==> config.mk <==
export PLATFORM = sky130hd
export DESIGN_NAME = gradient_stop_palette_builder_unit
export DESIGN_NICKNAME = d
export VERILOG_FILES = /design/src/rtl/gspb_pkg.sv /design/src/rtl/gradient_stop_palette_builder_unit.sv
export SDC_FILE = /design/constraint.sdc
export NUM_CORES = 2
export LEC_CHECK = 0
export BUFFER_PORTS_ARGS = -buffer_cell sky130_fd_sc_hd__buf_2
export CAP_MARGIN = 25
export CORE_MARGIN = 4
export CORE_UTILIZATION = 50
export CTS_BUF_LIST = sky130_fd_sc_hd__clkbuf_8
export CTS_CLUSTER_DIAMETER = 40
export DETAILED_ROUTE_END_ITERATION = 8
export GPL_TIMING_DRIVEN = 0
export PLACE_DENSITY = 0.71
export SLEW_MARGIN = 10
export SYNTH_ARGS = -nofsm -noshare
export SYNTH_HDL_FRONTEND = slang
export SYNTH_SLANG_ARGS = --single-unit
==> constraint.sdc <==
create_clock -name clock -period 6.6 [get_ports clock]
set_input_delay 1.32 -clock clock [delete_from_list [all_inputs] [get_ports clock]]
set_output_delay 1.32 -clock clock [all_outputs]
set_load 0.02 [all_outputs]
==> src/rtl/gspb_pkg.sv <==
`default_nettype none
package gspb_pkg;

   localparam int MAX_STOPS = 16;
   localparam int ADDR_W    = $clog2(MAX_STOPS);
   localparam int COUNT_W   = $clog2(MAX_STOPS + 1);

   localparam logic [3:0] ENTRY_LAST = 4'd15;
   localparam logic [7:0] FULL_SCALE = 8'd255;

   typedef struct packed {
      logic [7:0] pos;
      logic [7:0] red;
      logic [7:0] green;
      logic [7:0] blue;
   } stop_type;

   typedef enum logic [3:0] {
      ST_IDLE,
      ST_INSERT,
      ST_INSERT_ZERO,
      ST_READ,
      ST_EVAL,
      ST_DIVIDE,
      ST_MULTIPLY,
      ST_SCALE,
      ST_OUTPUT
   } state_type;

endpackage
`default_nettype wire

==> src/rtl/gradient_stop_palette_builder_unit.sv <==
`default_nettype none
// Gradient palette builder. Stops arrive one beat at a time and are kept in a 16-entry
// synchronous memory in position order: each stop is placed by an insertion pass that
// shifts larger entries up one per cycle. Stops beyond sixteen are dropped. The beat
// with req_last_stop starts the build: each of the sixteen entries scans the memory
// (up to n+2 reads for n stops held); an entry inside a segment then runs a restoring
// divider for the progress value, a multiply step and a scaling step. Each entry is
// held on rsp until taken. No input beat is taken during insertion or a build.
// csr_write_data selects circular wrapping (1) or clamped linear sampling (0).
module gradient_stop_palette_builder_unit (
   input  wire logic       clock,
   input  wire logic       reset,
   input  wire logic       req_valid,
   output logic            req_stall,
   input  wire logic [7:0] req_stop_position,
   input  wire logic [7:0] req_stop_red,
   input  wire logic [7:0] req_stop_green,
   input  wire logic [7:0] req_stop_blue,
   input  wire logic       req_last_stop,
   output logic            rsp_valid,
   input  wire logic       rsp_stall,
   output logic [3:0]      rsp_entry_number,
   output logic [7:0]      rsp_out_red,
   output logic [7:0]      rsp_out_green,
   output logic [7:0]      rsp_out_blue,
   output logic            rsp_last_entry,
   input  wire logic       csr_write_enable,
   input  wire logic       csr_write_data
);

   localparam int AW = gspb_pkg::ADDR_W;
   localparam int CW = gspb_pkg::COUNT_W;

   gspb_pkg::state_type state_ff, state_in;

   gspb_pkg::stop_type mem [gspb_pkg::MAX_STOPS];
   gspb_pkg::stop_type rd_data_ff;
   logic [AW-1:0]      rd_addr;
   logic               wr_en;
   logic [AW-1:0]      wr_addr;
   gspb_pkg::stop_type wr_data;

   logic               mode_ff;
   logic [CW-1:0]      loaded_ff;
   gspb_pkg::stop_type new_ff;
   logic               new_last_ff;
   logic [AW-1:0]      k_ff;
   logic [3:0]         entry_ff;
   logic [CW-1:0]      step_ff;
   gspb_pkg::stop_type last_ff, prev_ff, left_ff, right_ff, color_ff;
   logic [7:0]         span_ff, rem_ff, lo_ff, quo_ff;
   logic [2:0]         cnt_ff;
   logic [15:0]        acc_r_ff, acc_g_ff, acc_b_ff;

   gspb_pkg::stop_type req_stop;
   logic               req_accept;
   logic               full;
   logic [7:0]         target;
   logic [CW-1:0]      step_m1;
   logic [7:0]         span_w, dist_w;
   logic [15:0]        num_w;
   logic               seg_hit;
   logic               ev_done, ev_div;
   gspb_pkg::stop_type ev_color;
   logic               shift_up;
   logic [8:0]         trial;
   logic               trial_ge;
   logic [7:0]         prog_inv;
   logic [15:0]        scale_r, scale_g, scale_b;

   assign req_stop   = '{pos: req_stop_position, red: req_stop_red,
                         green: req_stop_green, blue: req_stop_blue};
   assign req_accept = req_valid && !req_stall;
   assign full       = (loaded_ff >= CW'(gspb_pkg::MAX_STOPS));
   assign target     = (entry_ff == gspb_pkg::ENTRY_LAST) ? gspb_pkg::FULL_SCALE
                                                          : {entry_ff, 4'b0000};
   assign step_m1    = step_ff - CW'(1);
   assign shift_up   = (rd_data_ff.pos > new_ff.pos);

   // segment from prev to current read, positions taken mod 256
   assign span_w  = rd_data_ff.pos - prev_ff.pos;
   assign dist_w  = target - prev_ff.pos;
   assign seg_hit = (dist_w <= span_w);
   assign num_w   = {dist_w, 8'h00} - {8'h00, dist_w};

   always_comb begin
      ev_done  = 1'b0;
      ev_div   = 1'b0;
      ev_color = rd_data_ff;
      if (step_ff == '0) begin
         ev_done = (loaded_ff == CW'(1));
      end else if (step_ff == CW'(1)) begin
         if (!mode_ff) begin
            if (target <= rd_data_ff.pos) begin
               ev_done = 1'b1;
            end else if (target >= last_ff.pos) begin
               ev_done  = 1'b1;
               ev_color = last_ff;
            end
         end
      end else if (seg_hit) begin
         if (span_w == '0) begin
            ev_done = 1'b1;
         end else begin
            ev_div = 1'b1;
         end
      end else if (step_ff == loaded_ff + CW'(1)) begin
         ev_done  = 1'b1;
         ev_color = last_ff;
      end
   end

   assign trial    = {rem_ff, lo_ff[7]};
   assign trial_ge = (trial >= {1'b0, span_ff});
   assign prog_inv = gspb_pkg::FULL_SCALE - quo_ff;

   // x/255 for x below 2^16
   assign scale_r = acc_r_ff + 16'd1 + {8'h00, acc_r_ff[15:8]};
   assign scale_g = acc_g_ff + 16'd1 + {8'h00, acc_g_ff[15:8]};
   assign scale_b = acc_b_ff + 16'd1 + {8'h00, acc_b_ff[15:8]};

   always_comb begin
      state_in = state_ff;
      unique case (state_ff)
         gspb_pkg::ST_IDLE: begin
            if (req_accept) begin
               if (!full && loaded_ff != '0) begin
                  state_in = gspb_pkg::ST_INSERT;
               end else if (req_last_stop) begin
                  state_in = gspb_pkg::ST_READ;
               end
            end
         end
         gspb_pkg::ST_INSERT: begin
            if (shift_up) begin
               if (k_ff == '0) begin
                  state_in = gspb_pkg::ST_INSERT_ZERO;
               end
            end else begin
               state_in = new_last_ff ? gspb_pkg::ST_READ : gspb_pkg::ST_IDLE;
            end
         end
         gspb_pkg::ST_INSERT_ZERO: begin
            state_in = new_last_ff ? gspb_pkg::ST_READ : gspb_pkg::ST_IDLE;
         end
         gspb_pkg::ST_READ: state_in = gspb_pkg::ST_EVAL;
         gspb_pkg::ST_EVAL: begin
            if (ev_done) begin
               state_in = gspb_pkg::ST_OUTPUT;
            end else if (ev_div) begin
               state_in = gspb_pkg::ST_DIVIDE;
            end else begin
               state_in = gspb_pkg::ST_READ;
            end
         end
         gspb_pkg::ST_DIVIDE: begin
            if (cnt_ff == 3'd7) begin
               state_in = gspb_pkg::ST_MULTIPLY;
            end
         end
         gspb_pkg::ST_MULTIPLY: state_in = gspb_pkg::ST_SCALE;
         gspb_pkg::ST_SCALE: state_in = gspb_pkg::ST_OUTPUT;
         gspb_pkg::ST_OUTPUT: begin
            if (!rsp_stall) begin
               state_in = (entry_ff == gspb_pkg::ENTRY_LAST) ? gspb_pkg::ST_IDLE
                                                             : gspb_pkg::ST_READ;
            end
         end
         default: state_in = gspb_pkg::ST_IDLE;
      endcase
   end

   always_comb begin
      req_stall = (state_ff != gspb_pkg::ST_IDLE);
      rsp_valid = (state_ff == gspb_pkg::ST_OUTPUT);
      rd_addr   = '0;
      wr_en     = 1'b0;
      wr_addr   = '0;
      wr_data   = new_ff;
      unique case (state_ff)
         gspb_pkg::ST_IDLE: begin
            rd_addr = AW'(loaded_ff - CW'(1));
            if (req_accept && loaded_ff == '0) begin
               wr_en   = 1'b1;
               wr_data = req_stop;
            end
         end
         gspb_pkg::ST_INSERT: begin
            rd_addr = k_ff - AW'(1);
            wr_en   = 1'b1;
            wr_addr = k_ff + AW'(1);
            wr_data = shift_up ? rd_data_ff : new_ff;
         end
         gspb_pkg::ST_INSERT_ZERO: begin
            wr_en = 1'b1;
         end
         gspb_pkg::ST_READ: begin
            if (step_ff == '0) begin
               rd_addr = AW'(loaded_ff - CW'(1));
            end else if (step_m1 == loaded_ff) begin
               rd_addr = '0;
            end else begin
               rd_addr = AW'(step_m1);
            end
         end
         default: ;
      endcase
   end

   assign rsp_entry_number = entry_ff;
   assign rsp_out_red      = color_ff.red;
   assign rsp_out_green    = color_ff.green;
   assign rsp_out_blue     = color_ff.blue;
   assign rsp_last_entry   = (entry_ff == gspb_pkg::ENTRY_LAST);

   always_ff @(posedge clock) begin
      rd_data_ff <= mem[rd_addr];
      if (wr_en) begin
         mem[wr_addr] <= wr_data;
      end
   end

   always_ff @(posedge clock) begin
      if (reset) begin
         state_ff  <= gspb_pkg::ST_IDLE;
         mode_ff   <= 1'b0;
         loaded_ff <= '0;
         entry_ff  <= '0;
         step_ff   <= '0;
      end else begin
         state_ff <= state_in;
         if (csr_write_enable) begin
            mode_ff <= csr_write_data;
         end
         unique case (state_ff)
            gspb_pkg::ST_IDLE: begin
               entry_ff <= '0;
               step_ff  <= '0;
               if (req_accept && !full && loaded_ff == '0) begin
                  loaded_ff <= CW'(1);
               end
            end
            gspb_pkg::ST_INSERT: begin
               if (!shift_up) begin
                  loaded_ff <= loaded_ff + CW'(1);
               end
            end
            gspb_pkg::ST_INSERT_ZERO: begin
               loaded_ff <= loaded_ff + CW'(1);
            end
            gspb_pkg::ST_EVAL: begin
               if (!ev_done && !ev_div) begin
                  step_ff <= step_ff + CW'(1);
               end
            end
            gspb_pkg::ST_OUTPUT: begin
               if (!rsp_stall) begin
                  entry_ff <= entry_ff + 4'd1;
                  step_ff  <= '0;
                  if (entry_ff == gspb_pkg::ENTRY_LAST) begin
                     loaded_ff <= '0;
                  end
               end
            end
            default: ;
         endcase
      end
   end

   always_ff @(posedge clock) begin
      unique case (state_ff)
         gspb_pkg::ST_IDLE: begin
            if (req_accept) begin
               new_ff      <= req_stop;
               new_last_ff <= req_last_stop;
               k_ff        <= AW'(loaded_ff - CW'(1));
            end
         end
         gspb_pkg::ST_INSERT: begin
            k_ff <= k_ff - AW'(1);
         end
         gspb_pkg::ST_EVAL: begin
            if (step_ff == '0) begin
               last_ff <= rd_data_ff;
            end
            prev_ff  <= rd_data_ff;
            color_ff <= ev_color;
            left_ff  <= prev_ff;
            right_ff <= rd_data_ff;
            span_ff  <= span_w;
            rem_ff   <= num_w[15:8];
            lo_ff    <= num_w[7:0];
            quo_ff   <= '0;
            cnt_ff   <= '0;
         end
         gspb_pkg::ST_DIVIDE: begin
            rem_ff <= trial_ge ? 8'(trial - {1'b0, span_ff}) : trial[7:0];
            quo_ff <= {quo_ff[6:0], trial_ge};
            lo_ff  <= {lo_ff[6:0], 1'b0};
            cnt_ff <= cnt_ff + 3'd1;
         end
         gspb_pkg::ST_MULTIPLY: begin
            acc_r_ff <= left_ff.red * prog_inv + right_ff.red * quo_ff;
            acc_g_ff <= left_ff.green * prog_inv + right_ff.green * quo_ff;
            acc_b_ff <= left_ff.blue * prog_inv + right_ff.blue * quo_ff;
         end
         gspb_pkg::ST_SCALE: begin
            color_ff.red   <= scale_r[15:8];
            color_ff.green <= scale_g[15:8];
            color_ff.blue  <= scale_b[15:8];
         end
         default: ;
      endcase
   end

   a_loaded_bound: assert property (@(posedge clock) disable iff (reset)
      loaded_ff <= CW'(gspb_pkg::MAX_STOPS))
      else $error("stop count above store depth");

   a_clear_after_build: assert property (@(posedge clock) disable iff (reset)
      (rsp_valid && !rsp_stall && rsp_last_entry) |=> (loaded_ff == '0))
      else $error("stop count not cleared after build");

   a_divisor_nonzero: assert property (@(posedge clock) disable iff (reset)
      (state_ff == gspb_pkg::ST_DIVIDE) |-> (span_ff != '0))
      else $error("divide with zero span");

   a_no_write_in_build: assert property (@(posedge clock) disable iff (reset)
      (state_ff == gspb_pkg::ST_READ || state_ff == gspb_pkg::ST_EVAL) |-> !wr_en)
      else $error("store written during build");

endmodule
`default_nettype wire
; Yosys cells after proc, flatten, opt, wreduce, memory -nomap -nowiden
; Memories as Yosys holds them, arrays and structs flattened. A register that Yosys moved wholly into a read port is not among the register bits.
; Index checks and enable logic that the tools add are counted.
[op_classes]
addsub = 22
mul = 6
div_mod_pow = 0
order_cmp = 6
n_eq_ne = 23
shift = 0
n_mux = 61
bitwise = 0
reduce_logical = 31
[op_table]
columns = operator, n
row1 = 24-bit 2-to-1 mux, 7
row2 = 8-bit by 8-bit multiplier with 16-bit output, 6
row3 = 32-bit 2-to-1 mux, 2
row4 = 32-bit case mux with 2 select lines, 1
row5 = 4-bit 2-to-1 mux, 13
row6 = "16-bit by 1-bit adder with 16-bit output, second input constant", 3
row7 = 16-bit adder, 3
row8 = 16-bit by 8-bit adder with 16-bit output, 3
row9 = 24-bit case mux with 2 select lines, 1
row10 = 8-bit case mux with 2 select lines, 3
row11 = 4-bit case mux with 9 select lines, 1
row12 = 5-bit 2-to-1 mux, 6
row13 = 8-bit subtractor, 3
row14 = 5-bit case mux with 4 select lines, 1
row15 = "4-bit by 3-bit == test with 1-bit output, second input constant", 4
row16 = 8-bit less-or-equal comparator, 2
row17 = 8-bit 2-to-1 mux, 2
row18 = 4-bit case mux with 2 select lines, 2
row19 = 16-bit by 8-bit subtractor with 16-bit output, 1
row20 = 1-bit 2-to-1 mux, 15
row21 = 5-bit case mux with 3 select lines, 1
row22 = "2-bit != test, second input constant", 6
row23 = 4-bit case mux with 3 select lines, 1
row24 = "5-bit by 1-bit adder with 5-bit output, second input constant", 2
row25 = other kinds (34), 60
[totals]
reg_bits = 251
latch_bits = 0
ramBits = 512
romBits = 0
in_bits = 39
output_inout_bits = 31
mem_count = 1
[mem_list]
columns = memory, words, width, rd, rd_clocked_by_memory_dff, wr, line
row1 = mem, 16, 32, 1, 1, 1, gradient_stop_palette_builder_unit.sv:36  ; gspb_pkg::stop_type mem [gspb_pkg::MAX_STOPS];

; Logic depth before layout (Yosys ltp)
[logic_depth]
ltp_word = 12
ltp_mapped = 22
ltp_nobuf = 20

; Least setup slack after synthesis
; OpenSTA, ideal clock, no wires.
[synth_path]
path_type = reg2reg
from = register quo_ff[6]
to = register acc_g_ff[15], data pin
setup_ns = 0.260
arrival_ns = 5.232
t_required_ns = 6.340
slack_ns = 1.108
stages_incl_launch_ff = 21
n_path_buf = 2
period_less_slack_ns = 5.492
cell_sequence = edfxtp_1 -> buf_1 -> clkbuf_1 -> and2_1 -> fa_1 -> fa_1 -> inv_1 -> fa_1 -> fa_1 -> inv_1 -> fa_1 -> inv_1 -> fa_1 -> inv_1 -> ha_1 -> or2_2 -> a21oi_1 -> a31oi_1 -> a21o_1 -> a21oi_1 -> xnor2_1
[synth_between]
elab_chain_len = 3
word_cells_on_any_way = 4
classes_between = add/sub (2) / mul (2)
[synth_rtl]
columns = element, line
row1 = "start, declared", gradient_stop_palette_builder_unit.sv:51  ; logic [7:0] span_ff, rem_ff, lo_ff, quo_ff;
row2 = "start signal, assigned", gradient_stop_palette_builder_unit.sv:298  ; quo_ff <= {quo_ff[6:0], trial_ge};
row3 = 8-bit subtractor, gradient_stop_palette_builder_unit.sv:115  ; assign prog_inv = gspb_pkg::FULL_SCALE - quo_ff;
row4 = 8-bit by 8-bit multiplier with 16-bit output, gradient_stop_palette_builder_unit.sv:304  ; acc_g_ff <= left_ff.green * prog_inv + right_ff.green * quo_ff;
row5 = 16-bit adder (*), gradient_stop_palette_builder_unit.sv:304
row6 = "end signal, assigned", gradient_stop_palette_builder_unit.sv:304
row7 = "end, declared", gradient_stop_palette_builder_unit.sv:53  ; logic [15:0] acc_r_ff, acc_g_ff, acc_b_ff;
; Every way passes the cells marked *; elsewhere a longest branch is shown, timed or not.
; A chain may end at the register's enable or synchronous reset.

; Worst setup path in the final report
[layout_path]
from = register quo_ff[3]
to = register acc_r_ff[14], data pin
[layout_between]
elab_chain_len = 3
word_cells_on_any_way = 4
classes_between = add/sub (2) / mul (2)
[layout_rtl]
columns = element, line
row1 = 8-bit subtractor, gradient_stop_palette_builder_unit.sv:115
row2 = 8-bit by 8-bit multiplier with 16-bit output, gradient_stop_palette_builder_unit.sv:303  ; acc_r_ff <= left_ff.red * prog_inv + right_ff.red * quo_ff;
row3 = 16-bit adder (*), gradient_stop_palette_builder_unit.sv:303
row4 = "end signal, assigned", gradient_stop_palette_builder_unit.sv:303
row5 = "end, declared", gradient_stop_palette_builder_unit.sv:53
; Marks and branches as above.

==> out/qor.txt <==
outcome: completed
Reg2Reg Setup Slack: 260 ps
total track usage: 24.9%
setup total negative slack: 0 ps
antenna violations before repair: 2
CP arrival: 6900 ps
highest metal used: met4
Worst EP required: 7160 ps
Crit. End Element: register
gr ovfl total: 0
Final Hold Violating Endpoints: 0
area grow syn2layout: 11.6%
largest buffer count on any clock path: 3
Hold WC Path Type: reg2reg
Worst setup SP type: register
fill cell total of the finished layout: 7798
RSZ-0062 raised after global routing: false
hpwl dp: 89700 µm
CORE AREA: 93600 µm²
Num CTS Buffers: 143
Synth Warn #: 0
period utilization: 96.1%
Lkg Pwr: 21.5 nW
WL met2: 58300 µm
antenna-violating nets left: 0
dominant cell type by area after synthesis: edfxtp_1
register area: 23400 µm²
skew final: 34.7 ps
count of unique library cells instantiated by Yosys: 78
most frequent cell after synthesis: edfxtp_1
Final Max Tran Viols: 0
Seq/Total Area, Yosys: 49.4%
hold_buf cts: 0
routability cong.: 0.868
CTS tree: built
I/O pins: 70
Setup Crit Path Kind: reg2reg
Max-cap violations: 0
Die Span Y: 316 µm
Chip Width: 316 µm
1st-iter DRT viols: 2941
via count: 31500
PwrDens: 493 nW/µm²
EDFF count, synth: 744
vias per std cell: 5.71
Rel. slew slack: 30.8%
met3 WL post-DR: 10100 µm
setup violators final: 0
final wirelength: 122000 µm
Setup WS pre-CTS: 31.0 ps
fin nets: 4745
WL/cell: 22.2 µm
met1 wire length: 49600 µm
CTS root buffer: clkbuf_8
full die area: 99600 µm²
Clock Sinks: 795
clock latency at the later pin of the worst-skew pair: 830 ps
htree depth: 4
synthesized flop and latch total: 795
fmax: 158 MHz
Mapped Area: 47300 µm²
Final WS setup: 256 ps
Synth Instances: 3893
Multi-input gate area: 21300 µm²
Pre-Repair DR Iteration Count: 6
layout cells sized above 1: 9.78%
largest net degree at the start of global routing: 49
VDD IR max: 0.399 mV
Final min period: 6340 ps
Avg Cell Area, Syn: 12.2 µm²
Slew @ Worst Pin: 1030 ps
clk slew on worst S/H paths: 60 ps
# port buffers: 69
row cnt: 112
first-pass GRT wire length: 188000 µm
Post-synth top flop: edfxtp_1
crit-path max FO: 10
Post-synth top cells: 744 x edfxtp_1, 481 x inv_1, 332 x nand2_1, 291 x fa_1, 275 x ha_1
# DRC: 0
Initial Util: 50.5%
vias in the first global route: 32200
ys async rst share: 0%
top cells by area, synth: edfxtp_1 47%, fa_1 12%, ha_1 7.3%, inv_1 3.8%, nand2_1 2.6%
Synth top area share: 47.2%
[final timing paths]
kind / startpoint / to / cells past startpoint
setup / recovery: quo_ff[3] / acc_r_ff[14] / 20
hold / removal: lo_ff[0] / lo_ff[1] / 2
setup reg to reg: quo_ff[3] / acc_r_ff[14] / 20
hold reg to reg: lo_ff[0] / lo_ff[1] / 2
[sequential cells by signal (all words and copies together) (netlist names), 4 cells and up]
register,flops
mem,512
last_ff,32
new_ff,32
rd_data_ff,32
left_ff,24
right_ff,24
acc_b_ff,16
acc_g_ff,16
acc_r_ff,16
lo_ff,8
prev_ff,8
quo_ff,8
rem_ff,8
rsp_out_blue,8
rsp_out_green,8
rsp_out_red,8
span_ff,8
loaded_ff,5
step_ff,5
k_ff,4
rsp_entry_number,4
state_ff,4
[stage by stage]
| stage | area (µm²) | hold WS [ps] | std cells | power [W] | utilization (%) |
|---|---|---|---|---|---|
| final | 52800 | 514 | 5510 | 0.0260 | 56.4 |
| after global routing | 52800 | 523 | 5509 | 0.0278 | 56.4 |
| after CTS | 52800 | 516 | 5505 | 0.0260 | 56.4 |
| after detailed placement | 49900 | 507 | 5247 | 0.0214 | 53.3 |
| after global placement | 49200 | 502 | 5218 | 0.0209 | 52.6 |
| after floorplan | 47300 | 448 | 3895 | 0.0171 | - |
[where the power goes]
group	internal (W)	leakage [nW]	total, W	switching [W]
clock	0.00242	1.61	0.00455	0.00213
sequential	0.00729	7.17	0.00770	0.000411
combinational	0.00508	12.7	0.0138	0.00869
total	0.0148	21.5	0.0260	0.0112
[cell usage in the layout, fill, tap and decap left out, drive strengths merged, types with 7 or more instances in the layout]
| master | count |
|---|---|
| edfxtp | 744 |
| inv | 542 |
| nand2 | 333 |
| fa | 291 |
| clkbuf | 281 |
| ha | 275 |
| buf | 169 |
| and3 | 149 |
| a211oi | 133 |
| and2 | 130 |
| nor2b | 118 |
| nand2b | 104 |
| a311o | 96 |
| nor2 | 94 |
| xnor2 | 77 |
| mux2i | 73 |
| a21oi | 72 |
| o21ai | 69 |
| a21o | 55 |
| dfxtp | 51 |
| nand4 | 45 |
| nand3 | 39 |
| xor2 | 38 |
| nor3 | 35 |
| a22o | 32 |
| a2111o | 31 |
| clkinv | 30 |
| o21a | 14 |
| or3 | 11 |
| or2 | 9 |
| o211ai | 8 |
| a31oi | 7 |
| clkinvlp | 7 |
[worst max-delay path, stage by stage, from the launching register on]
cell,delay (ps)
edfxtp_1,380
clkbuf_2,410
clkbuf_1,600
nand2_1,160
fa_1,450
fa_1,490
inv_1,40
ha_1,280
fa_1,500
inv_1,50
fa_1,480
inv_1,50
fa_1,430
ha_1,330
a21oi_1,230
o21bai_1,90
a21o_1,200
a21oi_1,220
o21ai_0,180
o41ai_1,350
xnor2_1,150
[cells by family (layout without fill, tap and decap cells)]
logic type                 Yosys count  count (layout)  synth area share (%)
AOI/OAI and AO/OA                  572             572                  9.28
xor gates and xnor gates           115             115                  2.13
adders and majority gates          566             566                  19.6
buffers and inverters              677            1035                  5.84
DFF                                795             795                  49.4
muxes                               78              78                  1.66
other                                1               6               0.00793
and+or+nand+nor                   1089            1089                  12.1
[routing by layer]
metal  global-route usage [%]  up-vias
li1                         -    14200
met1                     32.6    15700
met2                     41.1     1306
met3                     5.43      233
met4                     9.49        0
met5                        0        -
[area by class of cell]
class,count,area share [%]
Tap cell,1254,2.97
Timing Repair Buffer,101,1.75
Clock inverter,104,1.32
Sequential cell,795,44.3
Multi-Input combinational cell,2423,40.4
Buffer,195,1.83
Antenna cell,3,0.0142
Inverter,481,3.43
Clock buffer,154,4.01
[what timing repair did]
action,in CTS,in global routing
buffers inserted,0,3
resized for setup,1,11
endpoints found under the setup margin,1,22
(Power assumes the default switching activity.)
